`src/hw/rtl/sha1_pkg.sv`:
```
// ----------------------------------------------------------------------------
// SHA-1 digest core package
// Types, constants and round functions shared by the digest core and its
// stream interfaces.
// ----------------------------------------------------------------------------
package sha1_pkg;

    typedef logic [31:0]      t_word;
    typedef logic [4:0][31:0] t_hash;
    typedef logic [6:0]       t_round;

    // One message item on the input channel
    typedef struct packed {
        logic [7:0] data_byte;
        logic       has_byte;
        logic       is_last;
    } t_in_item;

    // One digest word on the output channel
    typedef struct packed {
        logic [31:0] digest_word;
        logic [2:0]  word_index;
        logic        last_word;
    } t_out_item;

    typedef enum logic [2:0] {
        S_IDLE,
        S_ROUND,
        S_FOLD,
        S_PAD_MARK,
        S_PAD_ZERO,
        S_PAD_LEN,
        S_EMIT
    } t_state;

    localparam t_word C_IV0 = 32'h6745_2301;
    localparam t_word C_IV1 = 32'hEFCD_AB89;
    localparam t_word C_IV2 = 32'h98BA_DCFE;
    localparam t_word C_IV3 = 32'h1032_5476;
    localparam t_word C_IV4 = 32'hC3D2_E1F0;
    localparam t_hash C_IV  = {C_IV4, C_IV3, C_IV2, C_IV1, C_IV0};

    localparam t_word C_K0 = 32'h5A82_7999;
    localparam t_word C_K1 = 32'h6ED9_EBA1;
    localparam t_word C_K2 = 32'h8F1B_BCDC;
    localparam t_word C_K3 = 32'hCA62_C1D6;

    localparam logic [7:0] C_PAD_MARK  = 8'h80;
    localparam logic [7:0] C_PAD_ZERO  = 8'h00;
    localparam logic [5:0] C_FILL_FULL = 6'd63;   // fill before the block's last byte
    localparam logic [5:0] C_FILL_LEN  = 6'd56;   // fill where the length field starts

    localparam t_round C_SCHED_LOAD = 7'd16;
    localparam t_round C_PHASE1     = 7'd20;
    localparam t_round C_PHASE2     = 7'd40;
    localparam t_round C_PHASE3     = 7'd60;
    localparam t_round C_LAST_ROUND = 7'd79;
    localparam t_round C_LAST_LEN   = 7'd7;
    localparam t_round C_LAST_WORD  = 7'd4;

    function automatic t_word sha1_f(input t_round t, input t_word b, input t_word c,
                                     input t_word d);
        t_word res;
        if (t < C_PHASE1) begin
            res = (b & c) | (~b & d);
        end else if (t < C_PHASE2) begin
            res = b ^ c ^ d;
        end else if (t < C_PHASE3) begin
            res = (b & c) | (b & d) | (c & d);
        end else begin
            res = b ^ c ^ d;
        end
        return res;
    endfunction

    function automatic t_word sha1_k(input t_round t);
        t_word res;
        if (t < C_PHASE1) begin
            res = C_K0;
        end else if (t < C_PHASE2) begin
            res = C_K1;
        end else if (t < C_PHASE3) begin
            res = C_K2;
        end else begin
            res = C_K3;
        end
        return res;
    endfunction

endpackage

```
`src/hw/rtl/sha1_in_if.sv`:
```
// ----------------------------------------------------------------------------
// SHA-1 message stream interface
// Valid/ready channel carrying one message item per transfer.
// ----------------------------------------------------------------------------
interface sha1_in_if;
    logic              valid;
    logic              ready;
    sha1_pkg::t_in_item data;

    modport source (output valid, output data, input ready);
    modport sink   (input valid, input data, output ready);
endinterface

```
`src/hw/rtl/sha1_out_if.sv`:
```
// ----------------------------------------------------------------------------
// SHA-1 digest stream interface
// Valid/ready channel carrying one digest word per transfer.
// ----------------------------------------------------------------------------
interface sha1_out_if;
    logic               valid;
    logic               ready;
    sha1_pkg::t_out_item data;

    modport source (output valid, output data, input ready);
    modport sink   (input valid, input data, output ready);
endinterface

```
`src/hw/rtl/sha1_message_digest_core.sv`:
```
// ----------------------------------------------------------------------------
// SHA-1 message digest core
// Byte-stream SHA-1 with one shared round unit stepped by a small sequencer.
// ----------------------------------------------------------------------------
// Message bytes enter one per transfer on i_msg and are packed big-endian
// into a 512-bit block shift register. A byte that does not complete a
// block leaves the core ready for the next. The 64th byte of a block starts
// the compression: the one round unit runs 80 rounds, one a cycle, and a
// fold step then adds the result into the chaining words. The compression
// loop is what sets the rate. An item marked last starts padding: the
// marker byte, zeros and the eight length bytes go through the same byte
// path at one a cycle, with a step that writes no byte between the last
// zero and the first length byte, and with one or two compressions on the
// way, after which the five digest words leave on o_dig, word 0 (most
// significant) first, one per transfer. The core takes no new item from the
// end of a block until its compression is done, nor from a last item until
// the fifth digest word has been taken; after that a new message starts
// from the initial chaining values. An item without a byte and without the
// last mark is taken and changes nothing.
// ----------------------------------------------------------------------------
module sha1_message_digest_core (
    input  logic              i_clk,
    input  logic              i_rst_n,
    sha1_in_if.sink           i_msg,
    sha1_out_if.source        o_dig
);

    // Sequencer and chaining state
    sha1_pkg::t_state r_state, n_state;
    sha1_pkg::t_state r_ret,   n_ret;     // where to go once a compression is folded in
    sha1_pkg::t_round r_cnt,   n_cnt;     // round, length byte or digest word count
    logic [5:0]       r_fill,  n_fill;
    logic [63:0]      r_len,   n_len;
    sha1_pkg::t_hash  r_h,     n_h;

    // Block buffer, reused as the rolling schedule window during rounds
    logic [511:0]     r_blk,   n_blk;
    sha1_pkg::t_word  r_a, r_b, r_c, r_d, r_e;
    sha1_pkg::t_word  n_a, n_b, n_c, n_d, n_e;

    // Byte path shared by message and padding bytes
    logic             w_byte_we;
    logic [7:0]       w_byte;

    // Round unit
    sha1_pkg::t_word  w_win0, w_win2, w_win8, w_win13;
    sha1_pkg::t_word  w_mix, w_sched, w_f, w_k, w_tmp;

    // Window taps: word 0 is the oldest schedule word W[t-16]
    assign w_win0  = r_blk[511:480];
    assign w_win2  = r_blk[447:416];
    assign w_win8  = r_blk[255:224];
    assign w_win13 = r_blk[95:64];

    assign w_mix   = w_win13 ^ w_win8 ^ w_win2 ^ w_win0;
    assign w_sched = (r_cnt < sha1_pkg::C_SCHED_LOAD) ? w_win0 : {w_mix[30:0], w_mix[31]};
    assign w_f     = sha1_pkg::sha1_f(r_cnt, r_b, r_c, r_d);
    assign w_k     = sha1_pkg::sha1_k(r_cnt);
    assign w_tmp   = {r_a[26:0], r_a[31:27]} + w_f + r_e + w_sched + w_k;

    // Digest word presented straight from the chaining registers
    assign o_dig.data.digest_word = r_h[r_cnt[2:0]];
    assign o_dig.data.word_index  = r_cnt[2:0];
    assign o_dig.data.last_word   = (r_cnt == sha1_pkg::C_LAST_WORD);

    always_comb begin
        n_state   = r_state;
        n_ret     = r_ret;
        n_cnt     = r_cnt;
        n_fill    = r_fill;
        n_len     = r_len;
        n_h       = r_h;
        n_blk     = r_blk;
        n_a       = r_a;
        n_b       = r_b;
        n_c       = r_c;
        n_d       = r_d;
        n_e       = r_e;
        w_byte_we = 1'b0;
        w_byte    = sha1_pkg::C_PAD_ZERO;
        i_msg.ready = 1'b0;
        o_dig.valid = 1'b0;

        unique case (r_state)
            sha1_pkg::S_IDLE: begin
                i_msg.ready = 1'b1;
                if (i_msg.valid) begin
                    if (i_msg.data.has_byte) begin
                        w_byte_we = 1'b1;
                        w_byte    = i_msg.data.data_byte;
                        n_len     = r_len + 64'd8;
                    end
                    if (i_msg.data.is_last) begin
                        n_state = sha1_pkg::S_PAD_MARK;
                    end
                end
            end
            sha1_pkg::S_ROUND: begin
                // advance one round and roll the schedule window
                n_blk = {r_blk[479:0], w_sched};
                n_e   = r_d;
                n_d   = r_c;
                n_c   = {r_b[1:0], r_b[31:2]};
                n_b   = r_a;
                n_a   = w_tmp;
                n_cnt = r_cnt + 7'd1;
                if (r_cnt == sha1_pkg::C_LAST_ROUND) begin
                    n_state = sha1_pkg::S_FOLD;
                end
            end
            sha1_pkg::S_FOLD: begin
                n_h[0]  = r_h[0] + r_a;
                n_h[1]  = r_h[1] + r_b;
                n_h[2]  = r_h[2] + r_c;
                n_h[3]  = r_h[3] + r_d;
                n_h[4]  = r_h[4] + r_e;
                n_cnt   = '0;
                n_state = r_ret;
            end
            sha1_pkg::S_PAD_MARK: begin
                w_byte_we = 1'b1;
                w_byte    = sha1_pkg::C_PAD_MARK;
                n_state   = sha1_pkg::S_PAD_ZERO;
            end
            sha1_pkg::S_PAD_ZERO: begin
                if (r_fill == sha1_pkg::C_FILL_LEN) begin
                    n_cnt   = '0;
                    n_state = sha1_pkg::S_PAD_LEN;
                end else begin
                    w_byte_we = 1'b1;
                end
            end
            sha1_pkg::S_PAD_LEN: begin
                // length goes out most significant byte first
                w_byte_we = 1'b1;
                w_byte    = r_len[63:56];
                n_len     = {r_len[55:0], 8'h00};
                n_cnt     = r_cnt + 7'd1;
                if (r_cnt == sha1_pkg::C_LAST_LEN) begin
                    n_state = sha1_pkg::S_EMIT;
                end
            end
            sha1_pkg::S_EMIT: begin
                o_dig.valid = 1'b1;
                if (o_dig.ready) begin
                    n_cnt = r_cnt + 7'd1;
                    if (r_cnt == sha1_pkg::C_LAST_WORD) begin
                        // drop back to a fresh message
                        n_h     = sha1_pkg::C_IV;
                        n_fill  = '0;
                        n_len   = '0;
                        n_cnt   = '0;
                        n_state = sha1_pkg::S_IDLE;
                    end
                end
            end
            default: begin
                n_state = sha1_pkg::S_IDLE;
            end
        endcase

        // Shift the byte in; a completed block diverts to the round unit and
        // resumes at the state chosen above once folded in.
        if (w_byte_we) begin
            n_blk  = {r_blk[503:0], w_byte};
            n_fill = r_fill + 6'd1;
            if (r_fill == sha1_pkg::C_FILL_FULL) begin
                n_ret   = n_state;
                n_state = sha1_pkg::S_ROUND;
                n_cnt   = '0;
                n_a     = r_h[0];
                n_b     = r_h[1];
                n_c     = r_h[2];
                n_d     = r_h[3];
                n_e     = r_h[4];
            end
        end
    end

    always_ff @(posedge i_clk) begin
        if (!i_rst_n) begin
            r_state <= sha1_pkg::S_IDLE;
            r_ret   <= sha1_pkg::S_IDLE;
            r_cnt   <= '0;
            r_fill  <= '0;
            r_len   <= '0;
            r_h     <= sha1_pkg::C_IV;
        end else begin
            r_state <= n_state;
            r_ret   <= n_ret;
            r_cnt   <= n_cnt;
            r_fill  <= n_fill;
            r_len   <= n_len;
            r_h     <= n_h;
        end
    end

    // Payload: block buffer and round variables need no reset
    always_ff @(posedge i_clk) begin
        r_blk <= n_blk;
        r_a   <= n_a;
        r_b   <= n_b;
        r_c   <= n_c;
        r_d   <= n_d;
        r_e   <= n_e;
    end

endmodule
```
`src/flat_wrapper.sv`:
```
// flat-port wrapper written by rule: the top's interface ports become plain ports
module sha1_message_digest_core_flat 
  (i_clk, i_rst_n, i_msg_valid, i_msg_data, i_msg_ready, o_dig_valid, o_dig_data, o_dig_ready);
  sha1_in_if i_msg_i ();
  sha1_out_if o_dig_i ();
  input  logic i_clk;
  input  logic i_rst_n;
  input wire logic [$bits(i_msg_i.valid)-1:0] i_msg_valid;
  input wire logic [$bits(i_msg_i.data)-1:0] i_msg_data;
  output wire logic [$bits(i_msg_i.ready)-1:0] i_msg_ready;
  output wire logic [$bits(o_dig_i.valid)-1:0] o_dig_valid;
  output wire logic [$bits(o_dig_i.data)-1:0] o_dig_data;
  input wire logic [$bits(o_dig_i.ready)-1:0] o_dig_ready;
  assign i_msg_i.valid = i_msg_valid;
  assign i_msg_i.data = i_msg_data;
  assign i_msg_ready = i_msg_i.ready;
  assign o_dig_valid = o_dig_i.valid;
  assign o_dig_data = o_dig_i.data;
  assign o_dig_i.ready = o_dig_ready;
  sha1_message_digest_core u_core (.i_clk(i_clk), .i_rst_n(i_rst_n), .i_msg(i_msg_i), .o_dig(o_dig_i));
endmodule
```
`config.mk`:
```
export PLATFORM = sky130hd
export DESIGN_NAME = sha1_message_digest_core_flat
export DESIGN_NICKNAME = d
export VERILOG_FILES = /design/src/hw/rtl/sha1_pkg.sv /design/src/hw/rtl/sha1_in_if.sv /design/src/hw/rtl/sha1_out_if.sv /design/src/hw/rtl/sha1_message_digest_core.sv /design/src/flat_wrapper.sv
export SDC_FILE = /design/constraint.sdc
export NUM_CORES = 2
export LEC_CHECK = 0
export BUFFER_PORTS_ARGS = -buffer_cell sky130_fd_sc_hd__buf_2
export CORE_MARGIN = 2
export CORE_UTILIZATION = 53
export CTS_BUF_LIST = sky130_fd_sc_hd__clkbuf_8
export DETAILED_ROUTE_END_ITERATION = 8
export MAX_ROUTING_LAYER = met4
export PLACE_DENSITY = 0.69
export REMOVE_ABC_BUFFERS = 1
export SYNTH_ARGS = -nofsm -noshare
export SYNTH_HDL_FRONTEND = slang
export SYNTH_SLANG_ARGS = --single-unit
```
`constraint.sdc`:
```
create_clock -name i_clk -period 16.5 [get_ports i_clk]
set_input_delay 0 -clock i_clk [delete_from_list [all_inputs] [get_ports i_clk]]
set_output_delay 0 -clock i_clk [all_outputs]
set_load 0.01 [all_outputs]
```
# Word level (Yosys, flattened, before mapping)
# Cells that the tools add are included.
# classes
addsub,12
n_lt_le_gt_ge,5
eq_ne,15
mux,63
bitwise,13
n_reduce_logical,13
# op_table
operator,count
two-way mux 512 bit,2
two-way mux 32 bit,22
two-way mux 160 bit,2
one-hot mux 160 bit (2 select lines),1
adder 32 bit,9
two-way mux 64 bit,4
one-hot mux 64 bit (3 select lines),1
XOR 32 bit,5
bitwise AND 32 bit,4
binary-select mux 32 bit (select 3 bit),1
bitwise OR 32 bit,3
adder 64 x 4 -> 64 bit (second input constant),1
two-way mux 7 bit,5
inverter 32 bit,1
two-way mux 31 bit,1
one-hot mux 7 bit (4 select lines),1
two-way mux 3 bit,9
two-way mux 6 bit,4
one-hot mux 8 bit (3 select lines),1
one-hot mux 3 bit (7 select lines),1
two-way mux 8 bit,2
equality test 7 x 3 -> 1 bit (second input constant),2
< comparator 7 x 5 -> 1 bit (second input constant),2
< comparator 7 x 6 -> 1 bit (second input constant),2
other kinds (18),35
# word_totals
register_bits,915
out_inout_bits,38
wordCells,137

# Logic depth before layout (Yosys ltp)
# depth
depth_word,13
depth_mapped,27
ltp_nobuf,25

# Worst setup path after synthesis
# OpenSTA, ideal clock, no wires.
# synth_path
path_type,reg2reg
start,register u_core.r_fill[0]
end,register u_core.r_blk[0] (enable)
setup_time_ns,3.652
t_arrival_ns,10.212
required_time_ns,12.848
slack_ns,2.636
path_stages_with_launch,11
n_path_buf,2
synth_period_minus_slack_ns,13.864
path_cell_list,dfxtp_1 -> inv_1 -> ha_1 -> and4b_1 -> nand3_1 -> o21ai_0 -> a21oi_1 -> a21oi_1 -> clkbuf_1 -> clkbuf_1 -> nand2_1
# synth_via
elab_chain_cells,4
# synth_rtl
item,line,source
start: declaration,sha1_message_digest_core.sv:32,"logic [5:0] r_fill, n_fill;"
start signal: assignment,sha1_message_digest_core.sv:192,r_fill <= n_fill;
equality test 6 bit,sha1_message_digest_core.sv:126,if (r_fill == sha1_pkg::C_FILL_LEN) begin
two-way mux 1 bit,sha1_message_digest_core.sv:126,
one-hot mux 1 bit (3 select lines),sha1_message_digest_core.sv:84,unique case (r_state)
nonzero test 2 bit (no source line),n/a,
end signal: assignment,sha1_message_digest_core.sv:200,r_blk <= n_blk;
end: declaration,sha1_message_digest_core.sv:37,"logic [511:0] r_blk, n_blk;"
# Every way passes these cells.
# A chain may end at the register's enable or synchronous reset.

# Final worst setup path
# layout_path
start,register u_core.r_cnt[2]
end,register u_core.r_a[31]
# layout_via
elab_chain_cells,11
word_cells_on_any_way,18
classes_between,4 x add/sub; 4 x order compare; 10 x mux
# layout_rtl
item,line,source
start: declaration,sha1_message_digest_core.sv:31,"sha1_pkg::t_round r_cnt, n_cnt;"
start signal: assignment,sha1_message_digest_core.sv:191,r_cnt <= n_cnt;
< comparator 7 x 6 -> 1 bit,"sha1_pkg.sv:68, sha1_pkg.sv:82",
two-way mux 32 bit,sha1_pkg.sv:68,end else if (t < C_PHASE3) begin
two-way mux 32 bit,sha1_pkg.sv:66,end else if (t < C_PHASE2) begin
two-way mux 32 bit,sha1_pkg.sv:64,if (t < C_PHASE1) begin
adder 32 bit (3 in a row),sha1_message_digest_core.sv:59,"assign w_tmp = {r_a[26:0], r_a[31:27]} + w_f + r_e + w_sched + w_k;"
adder 32 bit (*),sha1_message_digest_core.sv:59,
two-way mux 32 bit (*),sha1_message_digest_core.sv:84,
two-way mux 32 bit,sha1_message_digest_core.sv:167,if (r_fill == sha1_pkg::C_FILL_FULL) begin
two-way mux 32 bit (*),sha1_message_digest_core.sv:164,if (w_byte_we) begin
net u_core.n_a[31],sha1_message_digest_core.sv:39,"sha1_pkg::t_word n_a, n_b, n_c, n_d, n_e;"
end signal: assignment,sha1_message_digest_core.sv:201,r_a <= n_a;
end: declaration,sha1_message_digest_core.sv:38,"sha1_pkg::t_word r_a, r_b, r_c, r_d, r_e;"
# Mark *: on every way through the listed nets, which the timed path passes. The rest lies on a longest branch.

==> metrics <==
Inserted Clock Buffers=160; Comb power frac=0.501; Critical Path Start Type=flop; CTS HTree Levels=4; hold buffer count at cts=15; Netlist cell types=87; MaxCap Viol Count=0; Peak VDD IR=202 uV; Post-CTS Setup Bufs=0; Syn Area/Cell=8.59 sq um; via count=44100; final setup margin=8580 ps; Post-synth EDFFs=512; Seq cells post-synth=912; WP data arrival=8590 ps; largest net degree at the start of global routing=222; sequential area share after synthesis=0.441; Detail Route Antenna Nets=0; final setup vio count=0; internal power=0.00644 W; Tcrit/Tclk final=0.480; worst-skew pair later-pin latency=850 ps; total global routing overflow=0; area growth from synthesis to layout=8.59%; Die Wd=320 microns; Final Hold Viols=0; DRT iter0 DRCs=4442; clk sinks=912; Core Region=99600 sq um; FFs w/ async S/R, synth=0; P per Cell Area=194 nW/um^2; detailed-router iteration count before antenna repair=6; deepest clock path buffer count=3; Slowest-stage cell, CP=dfxtp_2; CP cell instances=o21ai_0 > nand2_1 > clkinv_1 > nand2_1 > o221a_2 > fa_1 > inv_1 > fa_1 > fa_1 > inv_1 > ha_1 > inv_1 > fa_1 > nor2b_1 > o21a_1 > o21ai_0 > a21oi_1 > o21ai_0 > a21boi_0 > o211ai_1 > a21oi_1 > a211oi_1 > xnor2_1 > o21ai_0; vias in the first global route=42000; WL per Instance=19.8 microns; skew final=38.4 ps; first-pass GRT wire length=235 mm; Post-Syn Area=53000 sq um; chip height=320 microns; Min-Delay Path Class=primary input to flop; Reg power frac=0.309; outcome=completed; CTS tree=done; crit-path max FO=45; WS Path Type=flop to flop; root buffer cell=clkbuf_8; NetSw=0.00474 W; Synthesis Warnings=0; critical path data required time=17170 ps; die area=103000 sq um; Synth Instances=6174; Pwr Total=0.0112 W; Post-Place Setup Slack=8810 ps; Worst Tran Pin Value=1220 ps; Cell Rows=116; post-DP HPWL=101 mm; FMAX=0.126 GHz; initial antenna violation count=4; setup_tns=0 ps; DRC errors left=0; I/O Buffers=51; starting density of the core=0.533; fin nets=6495; Total Wirelength=150 mm; # resized after CTS=0; io pins=52; clock power share=0.190; Sw Share=0.424; min cycle time layout=7920 ps; unrepaired setup endpoints after global routing=no; RePlAce Congestion=0.946; maximum single-stage delay on the critical path=1090 ps; Slew headroom=0.180; top_reg_cell synth=edfxtp_1; vias per inst=5.84; share of layout cells above drive strength 1=0.0657; GRT Util Overall=0.298; LEAKAGE=24.6 nW; CP endpoint kind=flop; Final Max Slew Viols=0; clock transition at the registers of the reported paths=60 ps
per-stage QoR:
step	hold WS (ps)	util	instance area, sq um	cells
detailed placement	377	0.545	54200	7254
finish	123	0.578	57600	7553
CTS	20.3	0.578	57600	7550
floorplan	61.9	-	51800	5854
global placement	373	0.545	54200	7254
global route	85.6	0.578	57600	7553
cell type report:
class | instances | area (sq um)
inverters | 263 | 987
clock inverters | 98 | 667
repair buffers | 117 | 841
flip-flops and latches | 912 | 23400
fillers | 8975 | 42000
diodes | 3 | 7.51
clock buffers | 183 | 2520
well taps | 1298 | 1620
multi-input cells | 4679 | 27600
registers in the layout, indices dropped and copies added, names as in the netlist:
signal          flops
u_core.r_a         32
u_core.r_len       61
u_core.r_h        160
u_core.r_d         32
u_core.r_blk      512
u_core.r_ret        3
u_core.r_c         32
u_core.r_e         32
u_core.r_cnt        7
u_core.r_fill       6
u_core.r_state      3
u_core.r_b         32
path summary, 6_finish.rpt:
kind,depth (start not counted),from,slack (ps),to
worst min register to register,2,u_core.r_ret[2]$_SDFFE_PN0P_,450,u_core.r_ret[2]$_SDFFE_PN0P_
worst min-delay path,4,i_msg_data[3],120,u_core.r_blk[1]$_DFFE_PP_
worst max register to register,24,u_core.r_cnt[2]$_SDFF_PN0_,8580,u_core.r_a[31]$_DFF_P_
worst max-delay path,24,u_core.r_cnt[2]$_SDFF_PN0_,8580,u_core.r_a[31]$_DFF_P_
cells in the final DEF, fill, tap and decap left out, drive strengths merged, types with 20 or more instances in the layout:
cell type	n
edfxtp	512
and2	29
a221oi	25
nand3	67
clkbuf	183
ha	224
nor3b	21
a21o	84
o21a	21
o221ai	20
o21ai	251
xor2	56
dfxtp	400
clkinv	32
nand4	27
fa	124
buf	102
a21oi	293
a31oi	151
nand2	2047
nor2b	58
o21bai	22
nor2	442
and3	34
nor3	69
nand2b	24
a211oi	27
xnor2	227
a22oi	70
o22ai	56
mux4	32
inv	320
cells by family after synthesis:
family                   count (synthesis)  share of synthesized area
AND/OR/NAND/NOR                       2870                      0.219
AO/OA/AOI/OAI                         1134                      0.136
XOR/XNOR                               283                     0.0467
flip-flops                             912                      0.441
buffers and inverters                  583                     0.0417
multiplexers                            43                     0.0158
adder cells (fa/ha/maj)                349                     0.0999
cell usage after synthesis, types with 69 or more instances:
master    number  area, sq um
a21o_1        84          631
a21oi_1      291         1460
a22oi_1       70          526
a31oi_1      151          945
clkbuf_1     295         1110
dfxtp_1      400         8010
edfxtp_1     512        15400
fa_1         124         2480
ha_1         224         2800
inv_1        259          972
nand2_1     2047         7680
nor2_1       442         1660
nor3_1        69          345
o21ai_0      244         1220
xnor2_1      227         1990
power by group through the flow:
stage / clock network (W) / registers (W) / logic, W
after floorplan: 0 / 0.00331 / 0.00443
after global placement: 0 / 0.00347 / 0.00542
after detailed placement: 0 / 0.00348 / 0.00549
after CTS: 0.00216 / 0.00344 / 0.00555
after global routing: 0.00226 / 0.00350 / 0.00631
final: 0.00212 / 0.00346 / 0.00560
critical path, delay by kind of cell, from the launching register on:
family,cells,cell delay [ps]
buffers and inverters,4,1260
AOI/OAI and AO/OA,11,2200
DFF,1,1090
adders and majority gates,5,1880
and+or+nand+nor,3,1160
xor gates and xnor gates,1,160
routing by layer:
layer | GRT usage | up-vias | wire, microns
met3 | 0.0527 | 385 | 11200
met5 | - | - | 0
li1 | - | 21000 | -
met4 | 0.132 | 0 | 6660
met1 | 0.395 | 21100 | 64800
met2 | 0.448 | 1649 | 66900
Note: power is estimated with default switching activity, not from simulation.
